### config.mk
export PLATFORM = sky130hd
export DESIGN_NAME = tilt_complementary_filter_top
export DESIGN_NICKNAME = d
export VERILOG_FILES = /design/src/rtl/core/tcf_pkg.sv /design/src/rtl/core/tcf_div.sv /design/src/rtl/core/tcf_isqrt.sv /design/src/rtl/core/tcf_cordic.sv /design/src/rtl/core/tilt_complementary_filter_top.sv
export SDC_FILE = /design/constraint.sdc
export NUM_CORES = 2
export LEC_CHECK = 0
export BUFFER_PORTS_ARGS = -buffer_cell sky130_fd_sc_hd__buf_2
export CAP_MARGIN = 40
export CORE_AREA = 2 2 564 566
export DETAILED_ROUTE_END_ITERATION = 10
export DIE_AREA = 0 0 566 568
export PLACE_DENSITY = 0.52
export REMOVE_ABC_BUFFERS = 1
export SLEW_MARGIN = 20
export SYNTH_ARGS = -nofsm -noshare
export SYNTH_HDL_FRONTEND = slang
export SYNTH_SLANG_ARGS = --single-unit
### constraint.sdc
create_clock -name clk -period 13.5 [get_ports clk]
set_clock_uncertainty 0.1 [all_clocks]
set_input_delay 2.7 -clock clk [delete_from_list [all_inputs] [get_ports clk]]
set_output_delay 2.7 -clock clk [all_outputs]
set_load 0.01 [all_outputs]
### src/rtl/core/tcf_pkg.sv
// Shared constants and helpers for the tilt complementary filter.
// Holds the unit widths, the arctangent table and the Q16.16 saturation.
// No dependencies.
package tcf_pkg;

    // Width of one Q16.16 angle.
    localparam int AngW = 32;

    // Divider: magnitude of ticks*tick_seconds*rate over the gyro scale times 256.
    localparam int DivNumW = 56;
    localparam int DivDenW = 24;

    // Square root: radicand and root widths.
    localparam int SqrtRadW = 32;
    localparam int SqrtRootW = 16;

    // CORDIC vectoring steps and the 90 degree turn in Q16.16.
    localparam int CordicSteps = 20;
    localparam logic signed [AngW-1:0] Deg90Q16 = 32'sd5898240;

    // Width of the sums that are saturated back to Q16.16.
    localparam int WideW = 58;

    // atan(2^-i) in Q16.16 degrees, rounded to nearest.
    function automatic logic signed [AngW-1:0] atan_deg(input logic [4:0] step);
        logic signed [AngW-1:0] val;
        unique case (step)
            5'd0:    val = 32'sd2949120;
            5'd1:    val = 32'sd1740967;
            5'd2:    val = 32'sd919879;
            5'd3:    val = 32'sd466945;
            5'd4:    val = 32'sd234379;
            5'd5:    val = 32'sd117304;
            5'd6:    val = 32'sd58666;
            5'd7:    val = 32'sd29335;
            5'd8:    val = 32'sd14668;
            5'd9:    val = 32'sd7334;
            5'd10:   val = 32'sd3667;
            5'd11:   val = 32'sd1833;
            5'd12:   val = 32'sd917;
            5'd13:   val = 32'sd458;
            5'd14:   val = 32'sd229;
            5'd15:   val = 32'sd115;
            5'd16:   val = 32'sd57;
            5'd17:   val = 32'sd29;
            5'd18:   val = 32'sd14;
            5'd19:   val = 32'sd7;
            default: val = 32'sd0;
        endcase
        return val;
    endfunction

    // Clamp a wide signed sum to the signed 32 bit range.
    function automatic logic signed [AngW-1:0] sat32(input logic signed [WideW-1:0] v);
        logic signed [AngW-1:0] res;
        if (v > 58'sd2147483647)
        begin
            res = 32'sh7FFFFFFF;
        end
        else if (v < -58'sd2147483648)
        begin
            res = 32'sh80000000;
        end
        else
        begin
            res = v[AngW-1:0];
        end
        return res;
    endfunction

endpackage

### src/rtl/core/tcf_div.sv
// Iterative unsigned restoring divider, one quotient bit per cycle.
// Used for the three gyro increments. Depends on tcf_pkg.
module tcf_div (
    input  logic                         clk,
    input  logic                         rst_n,
    input  logic                         start,
    input  logic [tcf_pkg::DivNumW-1:0]  dividend,
    input  logic [tcf_pkg::DivDenW-1:0]  divisor,
    output logic [tcf_pkg::DivNumW-1:0]  quotient,
    output logic                         done
);

    localparam int CntW = $clog2(tcf_pkg::DivNumW);
    localparam logic [CntW-1:0] LastStep = CntW'(tcf_pkg::DivNumW - 1);

    logic                        busy_reg, busy_next;
    logic                        done_reg, done_next;
    logic [CntW-1:0]             cnt_reg, cnt_next;
    logic [tcf_pkg::DivDenW-1:0] rem_reg, rem_next;
    logic [tcf_pkg::DivNumW-1:0] quo_reg, quo_next;
    logic [tcf_pkg::DivDenW-1:0] den_reg, den_next;

    logic [tcf_pkg::DivDenW:0]   shifted;
    logic [tcf_pkg::DivDenW:0]   diff;
    logic                        fits;

    // One restoring step: bring in the next dividend bit and try the subtract.
    always_comb
    begin
        shifted = {rem_reg, quo_reg[tcf_pkg::DivNumW-1]};
        diff    = shifted - {1'b0, den_reg};
        fits    = (shifted >= {1'b0, den_reg});
    end

    // Next-state logic for the run.
    always_comb
    begin
        busy_next = busy_reg;
        done_next = 1'b0;
        cnt_next  = cnt_reg;
        rem_next  = rem_reg;
        quo_next  = quo_reg;
        den_next  = den_reg;
        if (start && !busy_reg)
        begin
            busy_next = 1'b1;
            cnt_next  = '0;
            rem_next  = '0;
            quo_next  = dividend;
            den_next  = divisor;
        end
        else if (busy_reg)
        begin
            rem_next = fits ? diff[tcf_pkg::DivDenW-1:0] : shifted[tcf_pkg::DivDenW-1:0];
            quo_next = {quo_reg[tcf_pkg::DivNumW-2:0], fits};
            if (cnt_reg == LastStep)
            begin
                busy_next = 1'b0;
                done_next = 1'b1;
            end
            else
            begin
                cnt_next = cnt_reg + 1'b1;
            end
        end
    end

    // Control registers.
    always_ff @(posedge clk or negedge rst_n)
    begin
        if (!rst_n)
        begin
            busy_reg <= 1'b0;
            done_reg <= 1'b0;
            cnt_reg  <= '0;
        end
        else
        begin
            busy_reg <= busy_next;
            done_reg <= done_next;
            cnt_reg  <= cnt_next;
        end
    end

    // Datapath registers.
    always_ff @(posedge clk)
    begin
        rem_reg <= rem_next;
        quo_reg <= quo_next;
        den_reg <= den_next;
    end

    assign quotient = quo_reg;
    assign done     = done_reg;

endmodule

### src/rtl/core/tcf_isqrt.sv
// Iterative integer square root, one root bit per cycle, truncated.
// Used for the accelerometer magnitude and the CORDIC leg. Depends on tcf_pkg.
module tcf_isqrt (
    input  logic                           clk,
    input  logic                           rst_n,
    input  logic                           start,
    input  logic [tcf_pkg::SqrtRadW-1:0]   radicand,
    output logic [tcf_pkg::SqrtRootW-1:0]  root,
    output logic                           done
);

    localparam int CntW = $clog2(tcf_pkg::SqrtRootW);
    localparam logic [CntW-1:0] LastStep = CntW'(tcf_pkg::SqrtRootW - 1);
    localparam int RemW = tcf_pkg::SqrtRootW + 2;

    logic                          busy_reg, busy_next;
    logic                          done_reg, done_next;
    logic [CntW-1:0]               cnt_reg, cnt_next;
    logic [RemW-1:0]               rem_reg, rem_next;
    logic [tcf_pkg::SqrtRadW-1:0]  rad_reg, rad_next;
    logic [tcf_pkg::SqrtRootW-1:0] root_reg, root_next;

    logic [RemW+1:0]               shifted;
    logic [RemW+1:0]               trial;
    logic [RemW+1:0]               diff;
    logic                          fits;

    // One digit step: bring in two radicand bits and try 4*root+1.
    always_comb
    begin
        shifted = {rem_reg, rad_reg[tcf_pkg::SqrtRadW-1 -: 2]};
        trial   = {2'b00, root_reg, 2'b01};
        diff    = shifted - trial;
        fits    = (shifted >= trial);
    end

    // Next-state logic for the run.
    always_comb
    begin
        busy_next = busy_reg;
        done_next = 1'b0;
        cnt_next  = cnt_reg;
        rem_next  = rem_reg;
        rad_next  = rad_reg;
        root_next = root_reg;
        if (start && !busy_reg)
        begin
            busy_next = 1'b1;
            cnt_next  = '0;
            rem_next  = '0;
            rad_next  = radicand;
            root_next = '0;
        end
        else if (busy_reg)
        begin
            rem_next  = fits ? diff[RemW-1:0] : shifted[RemW-1:0];
            rad_next  = {rad_reg[tcf_pkg::SqrtRadW-3:0], 2'b00};
            root_next = {root_reg[tcf_pkg::SqrtRootW-2:0], fits};
            if (cnt_reg == LastStep)
            begin
                busy_next = 1'b0;
                done_next = 1'b1;
            end
            else
            begin
                cnt_next = cnt_reg + 1'b1;
            end
        end
    end

    // Control registers.
    always_ff @(posedge clk or negedge rst_n)
    begin
        if (!rst_n)
        begin
            busy_reg <= 1'b0;
            done_reg <= 1'b0;
            cnt_reg  <= '0;
        end
        else
        begin
            busy_reg <= busy_next;
            done_reg <= done_next;
            cnt_reg  <= cnt_next;
        end
    end

    // Datapath registers.
    always_ff @(posedge clk)
    begin
        rem_reg  <= rem_next;
        rad_reg  <= rad_next;
        root_reg <= root_next;
    end

    assign root = root_reg;
    assign done = done_reg;

endmodule

### src/rtl/core/tcf_cordic.sv
// Iterative vectoring CORDIC that returns atan2(h, a) in Q16.16 degrees.
// One micro-rotation per cycle. Depends on tcf_pkg for the arctangent table.
module tcf_cordic (
    input  logic                              clk,
    input  logic                              rst_n,
    input  logic                              start,
    input  logic signed [15:0]                a,
    input  logic [15:0]                       h,
    output logic signed [tcf_pkg::AngW-1:0]   angle,
    output logic                              done
);

    localparam int CntW = $clog2(tcf_pkg::CordicSteps);
    localparam logic [CntW-1:0] LastStep = CntW'(tcf_pkg::CordicSteps - 1);

    logic                            busy_reg, busy_next;
    logic                            done_reg, done_next;
    logic [CntW-1:0]                 cnt_reg, cnt_next;
    logic signed [tcf_pkg::AngW-1:0] x_reg, x_next;
    logic signed [tcf_pkg::AngW-1:0] y_reg, y_next;
    logic signed [tcf_pkg::AngW-1:0] z_reg, z_next;

    logic signed [tcf_pkg::AngW-1:0] xs;
    logic signed [tcf_pkg::AngW-1:0] ys;
    logic signed [tcf_pkg::AngW-1:0] a_ext;
    logic signed [tcf_pkg::AngW-1:0] h_ext;
    logic signed [tcf_pkg::AngW-1:0] step_ang;
    logic                            y_pos;

    // Shifted copies and the direction of this micro-rotation.
    always_comb
    begin
        xs       = x_reg >>> cnt_reg;
        ys       = y_reg >>> cnt_reg;
        step_ang = tcf_pkg::atan_deg(5'(cnt_reg));
        y_pos    = !y_reg[tcf_pkg::AngW-1] && (y_reg != '0);
        a_ext    = tcf_pkg::AngW'(a);
        h_ext    = $signed({{(tcf_pkg::AngW-16){1'b0}}, h});
    end

    // Next-state logic: a negative a is first turned by -90 degrees.
    always_comb
    begin
        busy_next = busy_reg;
        done_next = 1'b0;
        cnt_next  = cnt_reg;
        x_next    = x_reg;
        y_next    = y_reg;
        z_next    = z_reg;
        if (start && !busy_reg)
        begin
            busy_next = 1'b1;
            cnt_next  = '0;
            if (a[15])
            begin
                x_next = h_ext <<< 12;
                y_next = (-a_ext) <<< 12;
                z_next = tcf_pkg::Deg90Q16;
            end
            else
            begin
                x_next = a_ext <<< 12;
                y_next = h_ext <<< 12;
                z_next = '0;
            end
        end
        else if (busy_reg)
        begin
            if (y_pos)
            begin
                x_next = x_reg + ys;
                y_next = y_reg - xs;
                z_next = z_reg + step_ang;
            end
            else
            begin
                x_next = x_reg - ys;
                y_next = y_reg + xs;
                z_next = z_reg - step_ang;
            end
            if (cnt_reg == LastStep)
            begin
                busy_next = 1'b0;
                done_next = 1'b1;
            end
            else
            begin
                cnt_next = cnt_reg + 1'b1;
            end
        end
    end

    // Control registers.
    always_ff @(posedge clk or negedge rst_n)
    begin
        if (!rst_n)
        begin
            busy_reg <= 1'b0;
            done_reg <= 1'b0;
            cnt_reg  <= '0;
        end
        else
        begin
            busy_reg <= busy_next;
            done_reg <= done_next;
            cnt_reg  <= cnt_next;
        end
    end

    // Datapath registers.
    always_ff @(posedge clk)
    begin
        x_reg <= x_next;
        y_reg <= y_next;
        z_reg <= z_next;
    end

    assign angle = z_reg;
    assign done  = done_reg;

endmodule

### src/rtl/core/tilt_complementary_filter_top.sv
// Tilt complementary filter: one accelerometer/gyro word in, one angle word out.
// A word runs through one 16-step square root for the accelerometer magnitude and
// the 56-step radix-2 divider, run once per axis for the gyro increments, followed
// by two 16-step square roots and two 20-step CORDIC runs for the x and y tilt;
// these last are skipped when the magnitude is zero. A single shared 41x18
// multiplier serves all products. in_ready is high only while idle. A finished
// word waits in the output register, and a new input word is taken meanwhile.
// Configuration writes are always accepted and must be made while the block is
// idle. Depends on tcf_pkg, tcf_div, tcf_isqrt and tcf_cordic.
module tilt_complementary_filter_top (
    input  logic               clk,
    input  logic               rst_n,
    // Configuration write channel.
    input  logic               cfg_valid,
    output logic               cfg_ready,
    input  logic [1:0]         cfg_index,
    input  logic [15:0]        cfg_data,
    // Input channel.
    input  logic               in_valid,
    output logic               in_ready,
    input  logic signed [15:0] accel_x,
    input  logic signed [15:0] accel_y,
    input  logic signed [15:0] accel_z,
    input  logic signed [15:0] rate_x,
    input  logic signed [15:0] rate_y,
    input  logic signed [15:0] rate_z,
    input  logic [23:0]        elapsed_ticks,
    // Output channel.
    output logic               out_valid,
    input  logic               out_ready,
    output logic signed [15:0] angle_x_deg,
    output logic signed [15:0] angle_y_deg,
    output logic signed [15:0] angle_z_deg,
    output logic               no_gravity
);

    // Register indexes.
    localparam logic [1:0] CfgBlendWeight = 2'd0;
    localparam logic [1:0] CfgTickSeconds = 2'd1;
    localparam logic [1:0] CfgGyroScale   = 2'd2;

    // Sequencer states.
    localparam logic [4:0] S_IDLE     = 5'd0;
    localparam logic [4:0] S_M_DT     = 5'd1;
    localparam logic [4:0] S_M_AX2    = 5'd2;
    localparam logic [4:0] S_M_AY2    = 5'd3;
    localparam logic [4:0] S_M_AZ2    = 5'd4;
    localparam logic [4:0] S_SQ_SUM   = 5'd5;
    localparam logic [4:0] S_G_GO     = 5'd6;
    localparam logic [4:0] S_G_WAIT   = 5'd7;
    localparam logic [4:0] S_M_MAG    = 5'd8;
    localparam logic [4:0] S_DIV_GO   = 5'd9;
    localparam logic [4:0] S_DIV_WAIT = 5'd10;
    localparam logic [4:0] S_M_G2     = 5'd11;
    localparam logic [4:0] S_G2_LATCH = 5'd12;
    localparam logic [4:0] S_H_GO     = 5'd13;
    localparam logic [4:0] S_H_WAIT   = 5'd14;
    localparam logic [4:0] S_COR_GO   = 5'd15;
    localparam logic [4:0] S_COR_WAIT = 5'd16;
    localparam logic [4:0] S_M_BW1    = 5'd17;
    localparam logic [4:0] S_M_BW2    = 5'd18;
    localparam logic [4:0] S_BLEND    = 5'd19;
    localparam logic [4:0] S_DONE     = 5'd20;

    localparam int AW = tcf_pkg::AngW;
    localparam int WW = tcf_pkg::WideW;

    // Control state.
    logic [4:0]  state_reg, state_next;
    logic [1:0]  axis_reg, axis_next;
    logic        out_valid_reg, out_valid_next;
    logic        flag_reg, flag_next;
    logic [15:0] blend_w_reg;
    logic [15:0] tick_s_reg;
    logic [15:0] gscale_reg;
    logic signed [AW-1:0] tilt_x_reg, tilt_x_next;
    logic signed [AW-1:0] tilt_y_reg, tilt_y_next;
    logic signed [AW-1:0] head_z_reg, head_z_next;

    // Payload registers.
    logic signed [15:0] ax_reg, ay_reg, az_reg;
    logic signed [15:0] gx_reg, gy_reg, gz_reg;
    logic [23:0]        ticks_reg;
    logic [39:0]        dt_reg, dt_next;
    logic [31:0]        ax2_reg, ax2_next;
    logic [31:0]        ay2_reg, ay2_next;
    logic [31:0]        msq_reg, msq_next;
    logic [15:0]        g_reg, g_next;
    logic [31:0]        g2_reg, g2_next;
    logic [15:0]        h_reg, h_next;
    logic signed [AW-1:0] px_reg, px_next;
    logic signed [AW-1:0] py_reg, py_next;
    logic signed [AW-1:0] ang_reg, ang_next;
    logic signed [58:0]   t_reg, t_next;
    logic signed [58:0]   prod_reg;
    logic signed [15:0]   ox_reg, oy_reg, oz_reg;
    logic signed [15:0]   ox_next, oy_next, oz_next;
    logic                 of_reg, of_next;

    // Shared multiplier operands.
    logic signed [40:0] mul_a;
    logic signed [17:0] mul_b;

    // Unit connections.
    logic                         sqrt_start, sqrt_done;
    logic [31:0]                  sqrt_rad;
    logic [15:0]                  sqrt_root;
    logic                         div_start, div_done;
    logic [tcf_pkg::DivNumW-1:0]  div_quo;
    logic [tcf_pkg::DivDenW-1:0]  den;
    logic                         cor_start, cor_done;
    logic signed [AW-1:0]         cor_angle;

    // Per-axis selections.
    logic signed [15:0] rate_sel;
    logic [15:0]        rate_abs;
    logic               inc_neg;
    logic signed [WW-1:0] inc;
    logic signed [WW-1:0] acc_sum;
    logic signed [AW-1:0] acc_sel;
    logic signed [AW-1:0] acc_sat;
    logic signed [15:0]   a_sel;
    logic [31:0]          a2_sel;
    logic signed [AW-1:0] p_sel;
    logic signed [58:0]   bsum;
    logic signed [58:0]   bshift;
    logic signed [AW-1:0] blend_sat;

    // Whole degrees, truncated toward zero.
    function automatic logic signed [15:0] to_deg(input logic signed [AW-1:0] q);
        logic signed [15:0] hi;
        hi = q[AW-1:16];
        if (q[AW-1] && (q[15:0] != 16'd0))
        begin
            hi = hi + 16'sd1;
        end
        return hi;
    endfunction

    assign cfg_ready = 1'b1;
    assign in_ready  = (state_reg == S_IDLE);

    // Divisor is the gyro scale times 256, with a zero scale read as one.
    assign den = {((gscale_reg == 16'd0) ? 16'd1 : gscale_reg), 8'd0};

    // Rate for the current axis: x uses +rate_y, y uses -rate_x, z uses +rate_z.
    always_comb
    begin
        unique case (axis_reg)
            2'd0:
            begin
                rate_sel = gy_reg;
                inc_neg  = gy_reg[15];
            end
            2'd1:
            begin
                rate_sel = gx_reg;
                inc_neg  = !gx_reg[15] && (gx_reg != 16'sd0);
            end
            default:
            begin
                rate_sel = gz_reg;
                inc_neg  = gz_reg[15];
            end
        endcase
        rate_abs = rate_sel[15] ? (~rate_sel + 16'd1) : rate_sel;
    end

    // Gyro path sum for the current axis, saturated to Q16.16.
    always_comb
    begin
        unique case (axis_reg)
            2'd0:    acc_sel = tilt_x_reg;
            2'd1:    acc_sel = tilt_y_reg;
            default: acc_sel = head_z_reg;
        endcase
        inc = inc_neg ? -$signed({2'b00, div_quo}) : $signed({2'b00, div_quo});
        acc_sum = WW'(acc_sel) + inc;
        acc_sat = tcf_pkg::sat32(acc_sum);
    end

    // Accelerometer tilt and blend selections for x (axis 0) and y (axis 1).
    always_comb
    begin
        a_sel  = (axis_reg == 2'd0) ? ax_reg : ay_reg;
        a2_sel = (axis_reg == 2'd0) ? ax2_reg : ay2_reg;
        p_sel  = (axis_reg == 2'd0) ? px_reg : py_reg;
        bsum   = t_reg + prod_reg;
        bshift = bsum >>> 16;
        blend_sat = tcf_pkg::sat32(bshift[WW-1:0]);
    end

    // Shared multiplier operand selection.
    always_comb
    begin
        unique case (state_reg)
            S_M_DT:
            begin
                mul_a = $signed({17'd0, ticks_reg});
                mul_b = $signed({2'b00, tick_s_reg});
            end
            S_M_AX2:
            begin
                mul_a = 41'(ax_reg);
                mul_b = 18'(ax_reg);
            end
            S_M_AY2:
            begin
                mul_a = 41'(ay_reg);
                mul_b = 18'(ay_reg);
            end
            S_M_AZ2:
            begin
                mul_a = 41'(az_reg);
                mul_b = 18'(az_reg);
            end
            S_M_MAG:
            begin
                mul_a = $signed({1'b0, dt_reg});
                mul_b = $signed({2'b00, rate_abs});
            end
            S_M_G2:
            begin
                mul_a = $signed({25'd0, g_reg});
                mul_b = $signed({2'b00, g_reg});
            end
            S_M_BW1:
            begin
                mul_a = 41'(p_sel);
                mul_b = $signed({2'b00, blend_w_reg});
            end
            S_M_BW2:
            begin
                mul_a = 41'(ang_reg);
                mul_b = $signed({1'b0, 17'(18'd65536 - {2'b00, blend_w_reg})});
            end
            default:
            begin
                mul_a = '0;
                mul_b = '0;
            end
        endcase
    end

    // Unit start strobes and operands.
    assign sqrt_start = (state_reg == S_G_GO) || (state_reg == S_H_GO);
    assign sqrt_rad   = (state_reg == S_G_GO) ? msq_reg : (g2_reg - a2_sel);
    assign div_start  = (state_reg == S_DIV_GO);
    assign cor_start  = (state_reg == S_COR_GO);

    tcf_isqrt u_isqrt (
        .clk      (clk),
        .rst_n    (rst_n),
        .start    (sqrt_start),
        .radicand (sqrt_rad),
        .root     (sqrt_root),
        .done     (sqrt_done)
    );

    tcf_div u_div (
        .clk      (clk),
        .rst_n    (rst_n),
        .start    (div_start),
        .dividend (prod_reg[tcf_pkg::DivNumW-1:0]),
        .divisor  (den),
        .quotient (div_quo),
        .done     (div_done)
    );

    tcf_cordic u_cordic (
        .clk   (clk),
        .rst_n (rst_n),
        .start (cor_start),
        .a     (a_sel),
        .h     (h_reg),
        .angle (cor_angle),
        .done  (cor_done)
    );

    // Sequencer.
    always_comb
    begin
        state_next     = state_reg;
        axis_next      = axis_reg;
        out_valid_next = out_valid_reg;
        flag_next      = flag_reg;
        tilt_x_next    = tilt_x_reg;
        tilt_y_next    = tilt_y_reg;
        head_z_next    = head_z_reg;
        dt_next        = dt_reg;
        ax2_next       = ax2_reg;
        ay2_next       = ay2_reg;
        msq_next       = msq_reg;
        g_next         = g_reg;
        g2_next        = g2_reg;
        h_next         = h_reg;
        px_next        = px_reg;
        py_next        = py_reg;
        ang_next       = ang_reg;
        t_next         = t_reg;
        ox_next        = ox_reg;
        oy_next        = oy_reg;
        oz_next        = oz_reg;
        of_next        = of_reg;

        if (out_valid_reg && out_ready)
        begin
            out_valid_next = 1'b0;
        end

        unique case (state_reg)
            S_IDLE:
            begin
                if (in_valid)
                begin
                    state_next = S_M_DT;
                end
            end
            S_M_DT:
            begin
                state_next = S_M_AX2;
            end
            S_M_AX2:
            begin
                dt_next    = prod_reg[39:0];
                state_next = S_M_AY2;
            end
            S_M_AY2:
            begin
                ax2_next   = prod_reg[31:0];
                msq_next   = prod_reg[31:0];
                state_next = S_M_AZ2;
            end
            S_M_AZ2:
            begin
                ay2_next   = prod_reg[31:0];
                msq_next   = msq_reg + prod_reg[31:0];
                state_next = S_SQ_SUM;
            end
            S_SQ_SUM:
            begin
                msq_next   = msq_reg + prod_reg[31:0];
                axis_next  = 2'd0;
                state_next = S_G_GO;
            end
            S_G_GO:
            begin
                state_next = S_G_WAIT;
            end
            S_G_WAIT:
            begin
                if (sqrt_done)
                begin
                    g_next     = sqrt_root;
                    state_next = S_M_MAG;
                end
            end
            S_M_MAG:
            begin
                state_next = S_DIV_GO;
            end
            S_DIV_GO:
            begin
                state_next = S_DIV_WAIT;
            end
            S_DIV_WAIT:
            begin
                if (div_done)
                begin
                    unique case (axis_reg)
                        2'd0:    px_next     = acc_sat;
                        2'd1:    py_next     = acc_sat;
                        default: head_z_next = acc_sat;
                    endcase
                    if (axis_reg == 2'd2)
                    begin
                        axis_next = 2'd0;
                        if (g_reg == 16'd0)
                        begin
                            // No gravity vector: the gyro path stands alone.
                            tilt_x_next = px_reg;
                            tilt_y_next = py_reg;
                            flag_next   = 1'b1;
                            state_next  = S_DONE;
                        end
                        else
                        begin
                            flag_next  = 1'b0;
                            state_next = S_M_G2;
                        end
                    end
                    else
                    begin
                        axis_next  = axis_reg + 2'd1;
                        state_next = S_M_MAG;
                    end
                end
            end
            S_M_G2:
            begin
                state_next = S_G2_LATCH;
            end
            S_G2_LATCH:
            begin
                g2_next    = prod_reg[31:0];
                state_next = S_H_GO;
            end
            S_H_GO:
            begin
                state_next = S_H_WAIT;
            end
            S_H_WAIT:
            begin
                if (sqrt_done)
                begin
                    h_next     = sqrt_root;
                    state_next = S_COR_GO;
                end
            end
            S_COR_GO:
            begin
                state_next = S_COR_WAIT;
            end
            S_COR_WAIT:
            begin
                if (cor_done)
                begin
                    ang_next   = cor_angle - tcf_pkg::Deg90Q16;
                    state_next = S_M_BW1;
                end
            end
            S_M_BW1:
            begin
                state_next = S_M_BW2;
            end
            S_M_BW2:
            begin
                t_next     = prod_reg;
                state_next = S_BLEND;
            end
            S_BLEND:
            begin
                if (axis_reg == 2'd0)
                begin
                    tilt_x_next = blend_sat;
                    axis_next   = 2'd1;
                    state_next  = S_H_GO;
                end
                else
                begin
                    tilt_y_next = blend_sat;
                    state_next  = S_DONE;
                end
            end
            S_DONE:
            begin
                if (!out_valid_reg || out_ready)
                begin
                    ox_next        = to_deg(tilt_x_reg);
                    oy_next        = to_deg(tilt_y_reg);
                    oz_next        = to_deg(head_z_reg);
                    of_next        = flag_reg;
                    out_valid_next = 1'b1;
                    state_next     = S_IDLE;
                end
            end
            default:
            begin
                state_next = S_IDLE;
            end
        endcase
    end

    // Control and filter state registers.
    always_ff @(posedge clk or negedge rst_n)
    begin
        if (!rst_n)
        begin
            state_reg     <= S_IDLE;
            axis_reg      <= 2'd0;
            out_valid_reg <= 1'b0;
            flag_reg      <= 1'b0;
            tilt_x_reg    <= '0;
            tilt_y_reg    <= '0;
            head_z_reg    <= '0;
            blend_w_reg   <= 16'd52429;
            tick_s_reg    <= 16'd4660;
            gscale_reg    <= 16'd4198;
        end
        else
        begin
            state_reg     <= state_next;
            axis_reg      <= axis_next;
            out_valid_reg <= out_valid_next;
            flag_reg      <= flag_next;
            tilt_x_reg    <= tilt_x_next;
            tilt_y_reg    <= tilt_y_next;
            head_z_reg    <= head_z_next;
            if (cfg_valid)
            begin
                unique case (cfg_index)
                    CfgBlendWeight: blend_w_reg <= cfg_data;
                    CfgTickSeconds: tick_s_reg  <= cfg_data;
                    CfgGyroScale:   gscale_reg  <= cfg_data;
                    default:        ;
                endcase
            end
        end
    end

    // Input capture and datapath registers.
    always_ff @(posedge clk)
    begin
        if (in_valid && in_ready)
        begin
            ax_reg    <= accel_x;
            ay_reg    <= accel_y;
            az_reg    <= accel_z;
            gx_reg    <= rate_x;
            gy_reg    <= rate_y;
            gz_reg    <= rate_z;
            ticks_reg <= elapsed_ticks;
        end
        prod_reg <= mul_a * mul_b;
        dt_reg   <= dt_next;
        ax2_reg  <= ax2_next;
        ay2_reg  <= ay2_next;
        msq_reg  <= msq_next;
        g_reg    <= g_next;
        g2_reg   <= g2_next;
        h_reg    <= h_next;
        px_reg   <= px_next;
        py_reg   <= py_next;
        ang_reg  <= ang_next;
        t_reg    <= t_next;
        ox_reg   <= ox_next;
        oy_reg   <= oy_next;
        oz_reg   <= oz_next;
        of_reg   <= of_next;
    end

    assign out_valid   = out_valid_reg;
    assign angle_x_deg = ox_reg;
    assign angle_y_deg = oy_reg;
    assign angle_z_deg = oz_reg;
    assign no_gravity  = of_reg;

    // An accepted word always starts a run, so the block is busy right after.
    a_busy_after_accept: assert property (@(posedge clk) disable iff (!rst_n)
        in_valid && in_ready |=> !in_ready)
        else $error("input accepted while a run was not started");

    // A finished result never overwrites a word still waiting downstream.
    a_done_holds: assert property (@(posedge clk) disable iff (!rst_n)
        state_reg == S_DONE && out_valid_reg && !out_ready |=> state_reg == S_DONE)
        else $error("result register overwritten while stalled");

    // Each unit reports completion only while the sequencer waits for it.
    a_div_done_wait: assert property (@(posedge clk) disable iff (!rst_n)
        div_done |-> state_reg == S_DIV_WAIT)
        else $error("divider finished outside its wait state");

    a_sqrt_done_wait: assert property (@(posedge clk) disable iff (!rst_n)
        sqrt_done |-> state_reg == S_G_WAIT || state_reg == S_H_WAIT)
        else $error("square root finished outside its wait state");

    a_cor_done_wait: assert property (@(posedge clk) disable iff (!rst_n)
        cor_done |-> state_reg == S_COR_WAIT)
        else $error("CORDIC finished outside its wait state");

endmodule
# After elaboration in Yosys (flattened, before gate mapping)
# Memory sizes are Yosys's and may differ from the RTL's.
# Index checks and enable logic that the tools add are counted.
[op_classes]
n_lt_le_gt_ge = 6
addsub = 24
n_eq_ne = 40
n_bitwise = 2
n_mux = 92
reduce_logical = 54
shifts = 2
n_mul = 1
[ops]
columns = ["operator", "n"]
rows = [
  ["32-bit two-way mux", 27],
  ["41-bit case mux with 8 select lines", 1],
  ["32-bit case mux with 2 select lines", 4],
  ["18-bit case mux with 8 select lines", 1],
  ["32-bit adder", 4],
  ["32-bit subtractor", 4],
  ["56-bit two-way mux", 2],
  ["5-bit case mux with 21 select lines", 1],
  ["16-bit two-way mux", 5],
  ["16-bit nonzero test", 4],
  ["32-bit by 5-bit >>> shifter with 32-bit output", 2],
  ["5-bit two-way mux", 12],
  ["59-bit adder", 1],
  ["41-bit by 18-bit multiplier with 59-bit output", 1],
  ["32-bit by 58-bit adder with 58-bit output", 1],
  ["58-bit by 32-bit greater-than comparator with 1-bit output (second input constant)", 1],
  ["58-bit by 32-bit less-than comparator with 1-bit output (second input constant)", 1],
  ["58-bit two-way mux", 1],
  ["56-bit negator with 58-bit output", 1],
  ["16-bit by 2-bit adder with 16-bit output (second input constant)", 3],
  ["43-bit by 32-bit greater-than comparator with 1-bit output (second input constant)", 1],
  ["43-bit by 32-bit less-than comparator with 1-bit output (second input constant)", 1],
  ["5-bit by 4-bit equality test with 1-bit output (second input constant)", 8],
  ["16-bit zero test", 2],
  ["other kinds (48)", 132],
]
[word_totals]
elab_cells = 273
output_inout_bits = 52
regBits = 1015
mem_count = 1
romBits = 704
input_bits = 143
[mem_list]
columns = ["name", "depth", "word_bits", "rd", "rd_clocked_by_memory_dff", "write_ports", "line_no", "rtl"]
rows = [
  ["(name not given)", 32, 22, 1, 0, 0, "tcf_pkg.sv:27", "unique case (step)"],
]

# Depth between registers and ports, before layout
[logic_depth]
ltp_word = 8
depth_mapped = 39

# Modules after synthesis
# From an unflattened synthesis, not the netlist that was laid out.
[unflattened]
cells_unflattened = 9350
area_unflattened_um2 = 90648.2
[modules_own_cells]
columns = ["module", "seq_area_each_um2", "n_inst", "area_per_inst_um2", "cells_per_inst"]
rows = [
  ["tilt_complementary_filter_top", 20768.7, 1, 65238.8, 6655],
  ["tcf_cordic", 3057.9, 1, 15504.9, 1805],
  ["tcf_div", 3083.0, 1, 5809.3, 491],
  ["tcf_isqrt", 1791.7, 1, 4095.2, 399],
]

# Least setup slack after synthesis
# Ideal clock, no wire load.
[synth_path]
path_kind = "reg-to-reg"
from = "reg state_reg[4]"
to = "reg prod_reg[58]"
path_stages_with_launch = 33
period_less_slack_ns = 10.464
setup_slack_ns = 3.036
required_ns = 13.286
t_arrival_ns = 10.250
setup_time_ns = 0.114
cell_sequence = "dfrtp_1 > clkbuf_1 > inv_1 > nor2_1 > nand2_1 > clkinv_1 > clkbuf_1 > clkbuf_1 > a22o_1 > a2111oi_0 > nor2_1 > fa_1 > inv_1 > fa_1 > fa_1 > fa_1 > inv_1 > fa_1 > inv_1 > fa_1 > inv_1 > ha_1 > and3_1 > nand3_1 > a211oi_1 > o31a_1 > a31oi_1 > a21o_1 > o41ai_1 > a31oi_1 > a211o_1 > mux2i_1 > a2111oi_0"
[synth_between]
elab_chain_cells = 3
word_cells_on_any_way = 11
classes_between = "1 x mul; 8 x eq/ne; 2 x mux"
[synth_rtl]
columns = ["element", "line_no", "rtl"]
rows = [
  ["start: declaration", "tilt_complementary_filter_top.sv:69", "logic [4:0] state_reg, state_next;"],
  ["start signal: assignment", "tilt_complementary_filter_top.sv:492", "state_reg <= state_next;"],
  ["5-bit equality test (tied with other cells)", "tilt_complementary_filter_top.sv:196", "unique case (state_reg)"],
  ["41-bit case mux with 8 select lines / 18-bit case mux with 8 select lines (equally long branches)", "tilt_complementary_filter_top.sv:196", ""],
  ["41-bit by 18-bit multiplier with 59-bit output (*)", "tilt_complementary_filter_top.sv:524", "prod_reg <= mul_a * mul_b;"],
  ["end signal: assignment", "tilt_complementary_filter_top.sv:524", ""],
  ["end: declaration", "tilt_complementary_filter_top.sv:95", "logic signed [58:0] prod_reg;"],
]
# Every way passes the cells marked *; elsewhere a longest branch is shown, timed or not.
# A chain may end at the register's enable or synchronous reset.

# Worst setup path in the final report
[layout_path]
from = "reg state_reg[3]"
to = "reg prod_reg[58]"
# The elaborated chain is that of the path after synthesis.

==> metrics.csv <==
metric;value;unit
synthesis.area_per_instance;9.65;µm²
grt_usage;0.184;
setup_ws;2.69;ns
num_vias;69600;
die_width;566;µm
cp.arrival;11.42;ns
antenna_found_initial;28;
post_cts_buffers;0;
yosysTopAreaCellShare;0.247;
powerDensity;162;nW/µm²
multi_input_area;54600;µm²
crit_type;reg2reg;
cp_common_cell;fa_1;
htreeDepth;4;
period_share;0.801;
core_area;316000;µm²
synth_most_common_cell;inv_1;
synth_seq_cells;1015;
wirelength;302;mm
wl_per_cell;22.4;µm
synth_common_cells;inv_1 (1008), nand2_1 (992), nor2_1 (857);
n_fill_cell;32600;
grt_pass1_vias;70700;
swShare;0.435;
die_height;568;µm
clock_latency;0.86;ns
worstMarginPinSlew;1.05;ns
overflow;0;
p_comb_frac;0.512;
cts_tree;done;
drc;0;
maxCapViolCount;0;
power.switching;6.98;mW
start_util;0.278;
netlist_instances;9116;
hp-class;reg2reg;
rsz0062_at_grt;false;
pre_cts_ws;2.65;ns
vdd_ir_drop_max;0.113;mV
ant_nets;0;
io_pins;195;
seq_area;28500;µm²
drv_slew;0;
cts_buffer_depth;4;
synth.distinct_cells;103;
outcome;complete, no violations;
numCtsBuffers;135;
drt-initial-drc-count;6091;
clkSinkCount;1015;
clkPwrFrac;0.231;
avgViaCountPerCell;5.15;
area_delta_synth_final;12.7;%
period_minus_slack;10.81;ns
cp-end-kind;flop;
synth_edf_count;724;
fin_nets;10500;
syn-cell-area;88000;µm²
cts_root_buffer;clkbuf_16;
hold_viol;0;
p_int;9.07;mW
slew_headroom;0.294;
required;14.12;ns
ys_top_cells_by_area;edfxtp_1 (25%), fa_1 (16%), ha_1 (6.6%);
hpwl;234;mm
hold_buffers;0;
yosysTopAreaCell;edfxtp_1;
rows;207;
routabilityCongestion;0.936;
final_layout_size_suffix_gt1_frac;0.101;
critPathSlowestCell;o41ai_1;
first_pass_iters;6;
grt_pass1_wl;453;mm
io_buffers;193;
p_seq_frac;0.257;
cpPeakStageDelay;0.70;ns
power.leakage;41.1;nW
synthFlopType;edfxtp_1;
die-area;321000;µm²
clk_pin_slew;0.06;ns
ys_seq_area_frac;0.324;
cp_max_fo;42;
start_kind;flop;
yosysWarnings;0;
async_flop_share;0.171;
setup_viol_count_final;0;
tns;0;ns
grt_max_degree;72;
fmax;92.5;MHz
cts_resized;0;
logic make-up (layout without fill, tap and decap cells):
family / Yosys count / after routing / synth area share
AO/OA/AOI/OAI: 1878 / 1878 / 0.140
XOR/XNOR: 515 / 515 / 0.0514
adder cells (fa/ha/maj): 1166 / 1166 / 0.226
buffers and inverters: 1433 / 1618 / 0.0621
flip-flops: 1015 / 1015 / 0.324
multiplexers: 367 / 367 / 0.0561
other: 2 / 31 / 0.0000854
AND/OR/NAND/NOR: 2740 / 2740 / 0.141
stage by stage:
stage	cells	cell area, µm²	hold slack (ns)	utilization	power, mW
after floorplan	8722	86400	0.312	-	9.65
after CTS	13500	98900	0.353	0.313	16.1
after detailed placement	13200	94500	0.338	0.299	12.3
final	13500	99100	0.351	0.313	16.1
after global placement	13200	94000	0.333	0.297	12.2
after global routing	13500	99100	0.366	0.313	17.2
final cells by class:
type,instances,area share
well taps,4180,0.0528
flip-flops and latches,1015,0.287
repair buffers,360,0.0252
multi-input cells,6693,0.551
inverters,1014,0.0384
clock buffers,179,0.0373
clock inverters,65,0.00790
diodes,4,0.000101
worst max-delay path: cells and delay by family (launching register included):
| family | cells | cell delay (ns) |
|---|---|---|
| AOI/OAI and AO/OA | 11 | 3.60 |
| adders and majority gates | 7 | 3.15 |
| and+or+nand+nor | 6 | 1.76 |
| buffers and inverters | 5 | 1.34 |
| DFF | 1 | 0.57 |
| muxes | 1 | 0.13 |
power by group through the flow:
stage | clock, mW | combinational, mW | sequential, mW
2_1_floorplan | 0 | 5.57 | 4.08
3_3_place_gp | 0 | 8.03 | 4.18
3_5_place_dp | 0 | 8.10 | 4.18
4_1_cts | 3.80 | 8.17 | 4.12
5_1_grt | 3.90 | 9.15 | 4.16
6_report | 3.70 | 8.22 | 4.13
placed cells by master (no fill, tap or decap), drive strengths merged, types with 31 or more instances in the layout:
cell type / n
nand2: 993
mux4: 88
o21a: 60
o211ai: 53
nor2: 857
o21bai: 39
a221oi: 66
inv: 1024
mux2: 125
or3: 53
xor2: 204
o21ai: 473
mux2i: 154
edfxtp: 724
clkbuf: 187
nand2b: 102
a2111oi: 31
or2: 34
a21oi: 478
buf: 352
nor2b: 92
a21o: 188
a22o: 47
and2: 58
nor4: 59
nor3: 131
fa: 705
nand3: 146
ha: 461
o31ai: 36
dfrtp: 155
a211oi: 67
and3: 61
xnor2: 311
a31oi: 68
nand4: 76
dfxtp: 117
clkinv: 35
a21boi: 32
final timing paths:
check,startpoint,cells past startpoint,slack [ns],to
max in group asynchronous,rst_n,4,9.80,tilt_x_reg[28]
worst max register to register,state_reg[3],30,2.69,prod_reg[58]
worst min-delay path,prod_reg[56],0,0.35,t_reg[56]
worst min register to register,prod_reg[56],0,0.35,t_reg[56]
min in group asynchronous,rst_n,1,1.81,u_isqrt.cnt_reg[3]
worst max-delay path,state_reg[3],30,2.69,prod_reg[58]
layer usage:
metal / part of all wire / vias up / GRT usage
met5: 0.00011 / - / 0
met3: 0.065 / 395 / 0.0280
met2: 0.46 / 2343 / 0.302
met4: 0.035 / 6 / 0.0611
li1: - / 31800 / -
met1: 0.44 / 35100 / 0.248
Note: power is estimated with default switching activity, not from simulation.
